===== config.mk =====
export PLATFORM = sky130hd
export DESIGN_NAME = ptrmx_ctrl
export DESIGN_NICKNAME = d
export VERILOG_FILES = /design/src/rtl/ptrmx_pkg.sv /design/src/rtl/ptrmx_ctrl.sv
export SDC_FILE = /design/constraint.sdc
export NUM_CORES = 1
export LEC_CHECK = 0
export BUFFER_PORTS_ARGS = -buffer_cell sky130_fd_sc_hd__buf_2
export CORE_MARGIN = 2
export CORE_UTILIZATION = 32
export CTS_BUF_LIST = sky130_fd_sc_hd__clkbuf_16
export DETAILED_ROUTE_END_ITERATION = 8
export SLEW_MARGIN = 20
export SYNTH_ARGS = -nofsm -noshare
export SYNTH_HDL_FRONTEND = slang
export SYNTH_SLANG_ARGS = --single-unit

===== constraint.sdc =====
create_clock -name clk_i -period 1.2 [get_ports clk_i]
set_input_delay 0.24 -clock clk_i [delete_from_list [all_inputs] [get_ports clk_i]]
set_output_delay 0.24 -clock clk_i [all_outputs]
set_load 0.02 [all_outputs]

===== src/rtl/ptrmx_pkg.sv =====
package ptrmx_pkg;

  localparam int unsigned KEY_BITS     = 17;
  localparam int unsigned MAX_VERSIONS = 1024;
  localparam int unsigned NODE_POOL    = 32768;

  typedef enum logic [1:0] {
    MODE_INSERT = 2'd0,
    MODE_QUERY  = 2'd1,
    MODE_CLEAR  = 2'd2,
    MODE_NONE   = 2'd3
  } mode_e;

  typedef enum logic [1:0] {
    STATUS_OK        = 2'd0,
    STATUS_FULL      = 2'd1,
    STATUS_BAD_RANGE = 2'd2
  } status_e;

  typedef enum logic [3:0] {
    ST_IDLE,
    ST_DISPATCH,
    ST_INS_ROOT,
    ST_INS_RD,
    ST_INS_WR,
    ST_Q_HI,
    ST_Q_ROOT,
    ST_Q_CHILD,
    ST_Q_COUNT,
    ST_Q_DECIDE,
    ST_FIN
  } state_e;

  typedef enum logic [3:0] {
    OP_NONE,
    OP_LOAD,
    OP_CHECK,
    OP_INS_ROOT,
    OP_INS_RD,
    OP_INS_WR,
    OP_Q_HI,
    OP_Q_ROOT,
    OP_Q_CHILD,
    OP_Q_COUNT,
    OP_Q_DECIDE
  } dp_op_e;

  typedef struct packed {
    dp_op_e op;
    logic   res_load;
  } dp_cmd_t;

  typedef struct packed {
    mode_e mode;
    logic  full;
    logic  bad_range;
    logic  ins_last;
    logic  q_last;
  } dp_stat_t;

endpackage


===== src/rtl/ptrmx_ctrl.sv =====
module ptrmx_ctrl (
  input  logic                clk_i,
  input  logic                rst_ni,
  input  logic                in_valid_i,
  output logic                in_ready_o,
  output logic                out_valid_o,
  input  logic                out_ready_i,
  input  ptrmx_pkg::dp_stat_t stat_i,
  output ptrmx_pkg::dp_cmd_t  cmd_o
);

  import ptrmx_pkg::*;

  state_e state_q, state_d;
  logic   out_valid_q, out_valid_d;

  always_ff @(posedge clk_i or negedge rst_ni) begin
    if (!rst_ni) begin
      state_q     <= ST_IDLE;
      out_valid_q <= 1'b0;
    end else begin
      state_q     <= state_d;
      out_valid_q <= out_valid_d;
    end
  end

  always_comb begin
    state_d      = state_q;
    cmd_o.op       = OP_NONE;
    cmd_o.res_load = 1'b0;
    in_ready_o   = 1'b0;

    unique case (state_q)
      ST_IDLE: begin
        in_ready_o = 1'b1;
        if (in_valid_i) begin
          cmd_o.op = OP_LOAD;
          state_d  = ST_DISPATCH;
        end
      end
      ST_DISPATCH: begin
        cmd_o.op = OP_CHECK;
        unique case (stat_i.mode)
          MODE_INSERT: state_d = stat_i.full ? ST_FIN : ST_INS_ROOT;
          MODE_QUERY:  state_d = stat_i.bad_range ? ST_FIN : ST_Q_HI;
          MODE_CLEAR, MODE_NONE: state_d = ST_FIN;
          default: state_d = ST_FIN;
        endcase
      end
      ST_INS_ROOT: begin
        cmd_o.op = OP_INS_ROOT;
        state_d  = ST_INS_RD;
      end
      ST_INS_RD: begin
        cmd_o.op = OP_INS_RD;
        state_d  = ST_INS_WR;
      end
      ST_INS_WR: begin
        cmd_o.op = OP_INS_WR;
        state_d  = stat_i.ins_last ? ST_FIN : ST_INS_RD;
      end
      ST_Q_HI: begin
        cmd_o.op = OP_Q_HI;
        state_d  = ST_Q_ROOT;
      end
      ST_Q_ROOT: begin
        cmd_o.op = OP_Q_ROOT;
        state_d  = ST_Q_CHILD;
      end
      ST_Q_CHILD: begin
        cmd_o.op = OP_Q_CHILD;
        state_d  = ST_Q_COUNT;
      end
      ST_Q_COUNT: begin
        cmd_o.op = OP_Q_COUNT;
        state_d  = ST_Q_DECIDE;
      end
      ST_Q_DECIDE: begin
        cmd_o.op = OP_Q_DECIDE;
        state_d  = stat_i.q_last ? ST_FIN : ST_Q_CHILD;
      end
      ST_FIN: begin
        if (!out_valid_q || out_ready_i) begin
          cmd_o.res_load = 1'b1;
          state_d        = ST_IDLE;
        end
      end
      default: state_d = ST_IDLE;
    endcase
  end

  always_comb begin
    out_valid_d = out_valid_q;
    if (cmd_o.res_load) begin
      out_valid_d = 1'b1;
    end else if (out_ready_i) begin
      out_valid_d = 1'b0;
    end
  end

  assign out_valid_o = out_valid_q;

endmodule


==> results of run 1 <==
[worst max-delay path: stages (launching register included)]
cell      delay [ns]
dfrtp_1         0.39
or2_4           0.30
a211oi_4        0.22
buf_6           0.15
[placed cells by master, fill, tap and decap left out, types with 3 or more instances in the layout]
master     count
clkbuf_16      3
a21oi_1        3
nor2_1         5
nand2_1        4
buf_4         18
buf_6         13
nor2b_1        3
dfrtp_1        3
buf_2         10
[worst min-delay path by stage]
| stage | slack [ns] | cells past startpoint | end |
|---|---|---|---|
| floorplan | -0.06 | 0 | out_valid_o |
| global placement | 0.06 | 1 | out_valid_o |
| detailed placement | 0.06 | 1 | state_q[1] |
| CTS | 0.35 | 3 | out_valid_o |
| global route | 0.38 | 2 | out_valid_o |
| finish | 0.35 | 2 | state_q[3] |
[cell families (layout without fill, tap and decap cells)]
kind of cell / Yosys count / after routing / synth area share
XOR/XNOR: 2 / 2 / 0.03933
AO/OA/AOI/OAI: 16 / 16 / 0.2360
flip-flops: 5 / 5 / 0.2809
AND/OR/NAND/NOR: 28 / 28 / 0.3511
buffers and inverters: 6 / 46 / 0.09268
[cell type report]
cell class,count,area (sq um),area share
Clock buffer,3,75.07,0.07585
Clock inverter,1,3.754,0.003793
Timing Repair Buffer,42,341.6,0.3451
Multi-Input combinational cell,46,422.9,0.4273
Tap cell,15,18.77,0.01896
Sequential cell,5,127.6,0.1290
[state kept, by name, indices dropped and copies added (netlist names)]
name / cells
state_q: 4
out_valid_o: 1
[metrics by stage]
| stage | power, mW | hold slack [ns] | TNS [ns] | setup WS, ns |
|---|---|---|---|---|
| floorplan | 1.305 | -0.05559 | -0.1452 | -0.09732 |
| global placement | 1.749 | 0.05864 | -0.7546 | -0.1717 |
| detailed placement | 1.757 | 0.06058 | -0.9755 | -0.2133 |
| CTS | 2.883 | 0.3475 | -1.957 | -0.3228 |
| global route | 3.205 | 0.3784 | -2.506 | -0.3626 |
| finish | 3.031 | 0.3490 | -2.003 | -0.3318 |
[power by group through the flow]
| stage | Sequential, mW | Combinational, mW | Clock [mW] |
|---|---|---|---|
| after floorplan | 0.299 | 1.01 | 0 |
| after global placement | 0.344 | 1.40 | 0 |
| after detailed placement | 0.347 | 1.41 | 0 |
| after CTS | 0.342 | 2.00 | 0.545 |
| after global routing | 0.360 | 2.28 | 0.565 |
| final | 0.348 | 2.15 | 0.537 |
[repair_timing]
action	4_1_cts	5_1_grt
gates resized for setup	36	3
setup endpoints to repair	10	10
endpoints found under the hold margin	5	0
buffers inserted	9	1
hold buffers	1	0
pin swaps	9	2
[cell usage after synthesis]
master     instances  area share
a211o_1            1       0.020
a211oi_1           1       0.017
a21o_1             1       0.017
a21oi_1            5       0.056
a221oi_1           1       0.020
a311o_1            1       0.022
and3b_1            1       0.020
buf_2              3       0.034
buf_4              2       0.034
buf_6              1       0.025
dfrtp_1            5        0.28
nand2_1            6       0.051
nand2b_1           3       0.042
nand3_1            1       0.011
nand4bb_1          1       0.025
nor2_1             7       0.059
nor2_2             1       0.014
nor2b_1            3       0.042
nor3_1             2       0.022
nor3b_1            1       0.017
nor3b_2            1       0.028
o211ai_1           1       0.017
o21ai_0            3       0.034
o22ai_1            1       0.014
o32ai_1            1       0.020
or2_4              1       0.020
xnor2_1            1       0.020
xor2_1             1       0.020
[per-layer routing]
metal / global-route usage / part of all wire
met5: 0 / 0
met4: 0.07258 / 0.023
met3: 0.05851 / 0.027
met2: 0.3516 / 0.54
met1: 0.2171 / 0.41
==> impl_metrics.py, run 1 <==
metrics = {
    "status": {
        "outcome": "finished, violations left",
        "violations": "setup timing",
    },
    "pwr": {
        "p_seq_frac": 0.115,
        "swShare": 0.3979,
        "cellLeakagePower_nw": 0.4588,
        "power_density_nw_per_um2": 3063,
        "clkPwrFrac": 0.177,
        "p_int_mw": 1.825,
        "ir_drop_mv": 1.722,
        "combPwrFrac": 0.708,
        "p_sw_mw": 1.206,
    },
    "worst_setup_path": {
        "critPathMaxFanout": 4,
        "reg2reg_from": "state_q[3]",
        "ff2ff_path_depth": 7,
        "r2r_setup_slack_ns": -0.13,
        "cp-end-kind": "output pin",
        "required_ns": 0.96,
        "crit_path_start": "state_q[2]",
        "endpoint": "cmd_o[1]",
        "criticalPathCategory": "reg2out",
        "arrival_ns": 1.29,
        "startpoint_type": "register",
        "r2r_end": "state_q[2]",
    },
    "sta": {
        "setup_viol": 10,
        "rsz0062_at_grt": "true",
        "relSlewSlack": 0.8591,
        "hold_viol": 0,
        "fin_skew_ns": 0.001838,
        "fin_crit_sh": 1.276,
        "min_period_ns": 1.532,
        "worst_slew_pin_slew_ns": 0.2104,
        "slew_violations": 0,
        "setup_ws_ns": -0.3318,
        "fmax_mhz": 652.8,
    },
    "die": {
        "ios": 17,
        "fp-row-count": 13,
        "core_area_sq_um": 1301,
        "die_area_sq_um": 1707,
        "die_w_um": 41.31,
        "die_h_um": 41.31,
        "start_util": 0.3423,
    },
    "job": {
        "max_cap_viol_count": 0,
    },
    "cts": {
        "insertion_delay_ns": 0.23,
        "path_clk_slew_ns": 0.03,
        "cts_htree_levels": 1,
        "clock-sinks": 5,
        "root_buffer": "clkbuf_16",
        "cts-buffers-inserted": 3,
        "cts_tree": "done",
        "cts_max_path_buffers": 2,
    },
    "global_route": {
        "grt_pass1_wl_um": 2159,
        "grt_pass1_vias": 533,
        "grt_antenna_before_repair": 0,
        "overflow": 0,
        "track_usage": 0.1964,
        "grt_max_degree": 8,
    },
    "place": {
        "port-buffer-count": 16,
        "dp_hpwl_um": 890.4,
        "placedCellCount": 97,
        "dpl-instance-area_sq_um": 661.9,
        "globalplace.congestion": 0.7755,
    },
    "drt": {
        "drt_iter0_markers": 6,
        "drt_wl_total_um": 1524,
        "avgRoutedWirePerCell_um": 13.61,
        "vias": 568,
        "drc": 0,
        "ant_nets": 0,
        "first_pass_iters": 3,
        "viasPerCell": 5.071,
    },
    "cells_and_area": {
        "final_cells": 112,
        "final_nets": 108,
        "fin_area_sq_um": 989.7,
        "fillers": 86,
        "drive_gt1_frac": 0.6804,
        "syn2layout_area_growth_pct": 122.2,
        "diodes": 0,
        "fin_util": 0.7606,
    },
    "logic_synthesis": {
        "ys_warn_count": 0,
        "synth-seq-cells": 5,
        "netlist_area_sq_um": 445.4,
        "yosysSeqAreaShare": 0.2809,
        "syn_inst": 57,
        "synthesis.nets": 67,
        "avgSynthCellArea_sq_um": 7.815,
        "ys_types": 28,
    },
    "min_path": {
        "hp-class": "in2async",
    },
}
Power figures use the tool's default switching activity.
==> inputs of run 2 (changes only) <==
--- a/config.mk
+++ b/config.mk
@@ -6,11 +6,13 @@
 export NUM_CORES = 1
 export LEC_CHECK = 0
 export BUFFER_PORTS_ARGS = -buffer_cell sky130_fd_sc_hd__buf_2
-export CORE_MARGIN = 2
-export CORE_UTILIZATION = 32
+export CELL_PAD_IN_SITES_DETAIL_PLACEMENT = 0
+export CELL_PAD_IN_SITES_GLOBAL_PLACEMENT = 1
+export CORE_MARGIN = 4
+export CORE_UTILIZATION = 28
 export CTS_BUF_LIST = sky130_fd_sc_hd__clkbuf_16
 export DETAILED_ROUTE_END_ITERATION = 8
-export SLEW_MARGIN = 20
+export PLACE_DENSITY_LB_ADDON = 0.1
 export SYNTH_ARGS = -nofsm -noshare
 export SYNTH_HDL_FRONTEND = slang
 export SYNTH_SLANG_ARGS = --single-unit
==> run 2 against run 1 <==
Net effect:
- the run still ends with setup timing left
- hold slack better by 0.020 ns
- first-iteration DRC count shrank 33%
- global-route usage is 5.9 points lower
- highest routed layer unchanged
- clock-buffer cell count stayed put
- die area up 34%
- setup slack better by 0.0015 ns
- critical path depth did not move
==> impl_metrics.py, run 2 (synthesized netlist as in run 1, its figures left out) <==
metrics = {
    "sta": {
        "setup_ws_ns": -0.3302,
        "hold_viol": 0,
        "slew_violations": 0,
        "setup_viol": 7,
        "worst_slew_pin_slew_ns": 0.2405,
        "fmax_mhz": 653.5,
        "min_period_ns": 1.530,
        "fin_skew_ns": 0.0004569,
        "relSlewSlack": 0.8392,
        "rsz0062_at_grt": "true",
        "fin_crit_sh": 1.275,
    },
    "status": {
        "outcome": "finished, violations left",
        "violations": "setup timing",
    },
    "pwr": {
        "cellLeakagePower_nw": 0.4093,
        "clkPwrFrac": 0.192,
        "p_seq_frac": 0.121,
        "ir_drop_mv": 1.319,
        "p_int_mw": 1.656,
        "combPwrFrac": 0.686,
        "p_sw_mw": 1.099,
        "power_density_nw_per_um2": 3070,
        "swShare": 0.3989,
    },
    "cells_and_area": {
        "fin_area_sq_um": 897.1,
        "final_common_cell": "buf_4",
        "drive_gt1_frac": 0.6154,
        "largest_reg_flops": 4,
        "syn2layout_area_growth_pct": 101.4,
        "fillers": 127,
        "seq_area_sq_um": 126.4,
        "layout_common_cells": "buf_4 (15), buf_2 (11), buf_6 (9)",
        "diodes": 0,
        "largest_register": "state_q",
        "multi_input_area_sq_um": 392.9,
        "final_nets": 102,
    },
    "place": {
        "dpl-instance-area_sq_um": 663.1,
        "post-place-ws_ns": -0.1332,
        "dp_hpwl_um": 1003,
        "port-buffer-count": 16,
        "globalplace.congestion": 0.7947,
    },
    "job": {
        "max_cap_viol_count": 0,
    },
    "global_route": {
        "grt_pass1_vias": 497,
        "grt_max_degree": 9,
        "track_usage": 0.1377,
        "grt_pass1_wl_um": 2256,
        "overflow": 0,
        "grt_antenna_before_repair": 0,
    },
    "cts": {
        "cts_htree_levels": 1,
        "cts-buffers-inserted": 3,
        "root_buffer": "clkbuf_16",
        "insertion_delay_ns": 0.22,
        "clock-sinks": 5,
        "cts_tree": "done",
        "cts_max_path_buffers": 2,
        "path_clk_slew_ns": 0.03,
    },
    "die": {
        "die_w_um": 47.89,
        "core_area_sq_um": 1506,
        "fp-row-count": 14,
        "start_util": 0.2957,
        "ios": 17,
        "die_area_sq_um": 2293,
        "die_h_um": 47.89,
    },
    "worst_setup_path": {
        "reg2reg_from": "state_q[1]",
        "arrival_ns": 1.29,
        "criticalPathCategory": "reg2out",
        "slowest_delay_ns": 0.41,
        "cp_cell_sequence": "or2_4 -> a211oi_4 -> buf_6",
        "crit_path_top_delay_cell": "dfrtp_1",
        "r2r_end": "state_q[3]",
        "cp-end-kind": "output pin",
        "required_ns": 0.96,
        "startpoint_type": "register",
        "ff2ff_path_depth": 6,
        "critPathMaxFanout": 4,
        "r2r_setup_slack_ns": -0.04,
    },
    "drt": {
        "drt_wl_total_um": 1375,
        "viasPerCell": 4.972,
        "first_pass_iters": 4,
        "avgRoutedWirePerCell_um": 12.85,
        "drt_iter0_markers": 4,
        "ant_nets": 0,
        "drc": 0,
        "vias": 532,
    },
    "min_path": {
        "hp-class": "in2async",
    },
}
run 2: power by group through the flow:
| stage | sequential [mW] | combinational [mW] | clock (mW) |
|---|---|---|---|
| after floorplan | 0.299 | 1.01 | 0 |
| after global placement | 0.336 | 1.43 | 0 |
| after detailed placement | 0.336 | 1.42 | 0 |
| after CTS | 0.344 | 1.79 | 0.535 |
| after global routing | 0.345 | 2.03 | 0.565 |
| final | 0.335 | 1.89 | 0.530 |
run 2: how the worst max path moves through the flow:
stage | end | startpoint | slack, ns | depth (start not counted)
2_1_floorplan | cmd_o[1] | state_q[1] | -0.1 | 3
3_3_place_gp | cmd_o[1] | state_q[3] | -0.14 | 3
3_5_place_dp | cmd_o[1] | state_q[1] | -0.13 | 4
4_1_cts | cmd_o[1] | state_q[2] | -0.32 | 4
5_1_grt | cmd_o[1] | state_q[1] | -0.38 | 3
6_report | cmd_o[1] | state_q[1] | -0.33 | 3
run 2: worst max-delay path, delay by kind of cell (launching register included):
family                 cells  cell delay, ns
flip-flops                 1            0.41
AND/OR/NAND/NOR            1            0.29
AO/OA/AOI/OAI              1            0.22
buffers and inverters      1            0.15
run 2: routing by layer:
layer / up-vias / GRT usage / share of wire
li1: 269 / - / -
met1: 251 / 0.1951 / 0.46
met2: 10 / 0.2137 / 0.49
met3: 2 / 0.01504 / 0.033
met4: 0 / 0.04839 / 0.011
met5: - / 0 / 0
run 2: repair_timing:
action,in CTS,in global routing
gates cloned,0,0
resized for setup,22,6
hold buffers,1,0
buffers inserted,3,3
pin swaps,4,3
endpoints found under the setup margin,9,10
hold endpoints to repair,5,0
run 2: layout make-up:
cell class / count / area share
Sequential cell: 5 / 0.1409
Clock inverter: 1 / 0.004184
Tap cell: 16 / 0.02232
Clock buffer: 3 / 0.08368
Multi-Input combinational cell: 46 / 0.4379
Timing Repair Buffer: 36 / 0.3110
run 2: stage by stage:
stage | TNS [ns] | hold WS, ns | cells | total power, mW | utilization
after floorplan | -0.1452 | -0.05559 | 57 | 1.305 | -
after global placement | -0.6803 | 0.05500 | 98 | 1.761 | 0.4402
after detailed placement | -0.5513 | 0.05699 | 98 | 1.753 | 0.4402
after CTS | -1.565 | 0.3573 | 105 | 2.664 | 0.5731
after global routing | -2.062 | 0.3892 | 107 | 2.940 | 0.5955
final | -1.632 | 0.3687 | 107 | 2.754 | 0.5955
==> inputs of run 3 (changes only) <==
--- a/config.mk
+++ b/config.mk
@@ -13,6 +13,7 @@
 export CTS_BUF_LIST = sky130_fd_sc_hd__clkbuf_16
 export DETAILED_ROUTE_END_ITERATION = 8
 export PLACE_DENSITY_LB_ADDON = 0.1
+export SETUP_SLACK_MARGIN = 0.15
 export SYNTH_ARGS = -nofsm -noshare
 export SYNTH_HDL_FRONTEND = slang
 export SYNTH_SLANG_ARGS = --single-unit
==> run 3 against run 2 <==
Net effect:
- power grew 5.1%
- die area unchanged
- clock-buffer cell count is the same
- via count is 2.6% lower
- utilization increased by 2.5 points
- the flow still finishes with violations (setup timing)
- largest cell class unchanged
- maximum frequency shrank 1.8%
==> impl_metrics.py, run 3 (synthesized netlist as in run 1, its figures left out) <==
metrics = {
    "global_route": {
        "grt_pass1_wl_um": 2139,
        "grt_antenna_before_repair": 0,
        "track_usage": 0.1350,
        "overflow": 0,
        "grt_max_degree": 10,
        "grt_pass1_vias": 491,
    },
    "cells_and_area": {
        "fin_util": 0.6204,
        "final_common_cell": "buf_4",
        "drive_gt1_frac": 0.7000,
        "diodes": 0,
        "layout_common_cells": "buf_4 (13), buf_2 (10), buf_6 (9)",
        "largest_register": "state_q",
        "final_nets": 101,
        "final_cells": 106,
        "syn2layout_area_growth_pct": 109.8,
        "largest_reg_flops": 4,
    },
    "pwr": {
        "power_density_nw_per_um2": 3098,
        "ir_drop_mv": 1.510,
        "cellLeakagePower_nw": 0.4225,
        "p_total_mw": 2.895,
    },
    "cts": {
        "path_clk_slew_ns": 0.03,
        "cts_tree": "done",
        "cts_htree_levels": 1,
        "cts-buffers-inserted": 3,
        "root_buffer": "clkbuf_16",
        "insertion_delay_ns": 0.23,
        "cts_max_path_buffers": 2,
        "clock-sinks": 5,
    },
    "sta": {
        "relSlewSlack": 0.8345,
        "slew_violations": 0,
        "setup_viol": 7,
        "min_period_ns": 1.558,
        "hold_viol": 0,
        "fin_skew_ns": 0.001990,
        "worst_slew_pin_slew_ns": 0.2474,
        "fin_crit_sh": 1.298,
        "setup_ws_ns": -0.3576,
        "fmax_mhz": 642.0,
        "rsz0062_at_grt": "true",
    },
    "status": {
        "outcome": "finished, violations left",
        "violations": "setup timing",
    },
    "worst_setup_path": {
        "cp_cell_sequence": "buf_12 -> buf_4 -> a211oi_4 -> buf_6",
        "crit_path_top_delay_cell": "dfrtp_2",
        "startpoint_type": "register",
        "arrival_ns": 1.32,
        "cp-end-kind": "output pin",
        "critPathMaxFanout": 4,
        "r2r_end": "state_q[3]",
        "r2r_setup_slack_ns": -0.04,
        "criticalPathCategory": "reg2out",
        "reg2reg_from": "state_q[3]",
        "required_ns": 0.96,
        "ff2ff_path_depth": 5,
        "slowest_delay_ns": 0.43,
    },
    "place": {
        "port-buffer-count": 16,
        "placedCellCount": 99,
        "globalplace.congestion": 0.7424,
        "dp_hpwl_um": 972.2,
    },
    "min_path": {
        "hp-class": "in2async",
    },
    "drt": {
        "drc": 0,
        "drt_iter0_markers": 5,
        "ant_nets": 0,
        "first_pass_iters": 3,
        "avgRoutedWirePerCell_um": 13.12,
        "viasPerCell": 4.887,
        "drt_wl_total_um": 1391,
        "vias": 518,
    },
    "die": {
        "ios": 17,
        "die_h_um": 47.89,
        "die_w_um": 47.89,
        "fp-row-count": 14,
        "core_area_sq_um": 1506,
        "start_util": 0.2957,
        "die_area_sq_um": 2293,
    },
    "job": {
        "max_cap_viol_count": 0,
    },
}
==> run 3: how the worst max path moves through the flow <==
stage,start,slack (ns),to,cells after the start
floorplan,state_q[1],-0.09,cmd_o[1],3
finish,state_q[3],-0.36,cmd_o[1],4
CTS,state_q[2],-0.33,cmd_o[1],3
global placement,state_q[2],-0.12,cmd_o[1],4
detailed placement,state_q[2],-0.15,cmd_o[1],4
global route,state_q[3],-0.39,cmd_o[1],4
==> run 3: area by class of cell <==
type                       instances  area, sq um
sequential                         5        128.9
fill                             118        571.8
clock inverter                     1        5.005
timing repair buffer              35        294.0
tap                               16        20.02
clock buffer                       3        75.07
multi-input combinational         46        411.6
==> run 3: critical path: cells and delay by family (launching register included) <==
family                 cells  cell delay (ns)
AOI/OAI and AO/OA          1             0.23
buffers and inverters      3             0.43
DFF                        1             0.43
==> run 3: stage by stage <==
stage          cell area [sq um]  TNS (ns)  hold slack (ns)  setup slack (ns)
3_5_place_dp               681.9   -0.6363          0.05473           -0.1540
5_1_grt                    934.6    -2.143           0.3668           -0.3851
4_1_cts                    824.5    -1.652           0.3573           -0.3253
3_3_place_gp               681.9   -0.5651          0.05498           -0.1183
6_report                   934.6    -1.691           0.3579           -0.3576
2_1_floorplan              519.2   -0.1571         -0.05559          -0.08871
==> run 3: where the power goes <==
| part | switching [mW] | internal, mW |
|---|---|---|
| logic | 0.951 | 1.05 |
| registers | 0.0941 | 0.252 |
| clock network | 0.113 | 0.435 |
| total | 1.16 | 1.74 |
==> run 3: repair_timing <==
item,4_1_cts,5_1_grt
gates resized for setup,16,23
hold buffers,1,0
pin swaps,3,5
endpoints found under the setup margin,10,10
hold endpoints to repair,5,0
setup buffers,0,2
==> run 3: layer usage <==
layer  track usage  routed length [um]  share of wire
met1        0.1741                 586           0.42
met5             0                   0              0
met2        0.2111                 730           0.52
met3       0.03008                  51          0.037
met4       0.06452                  23          0.017
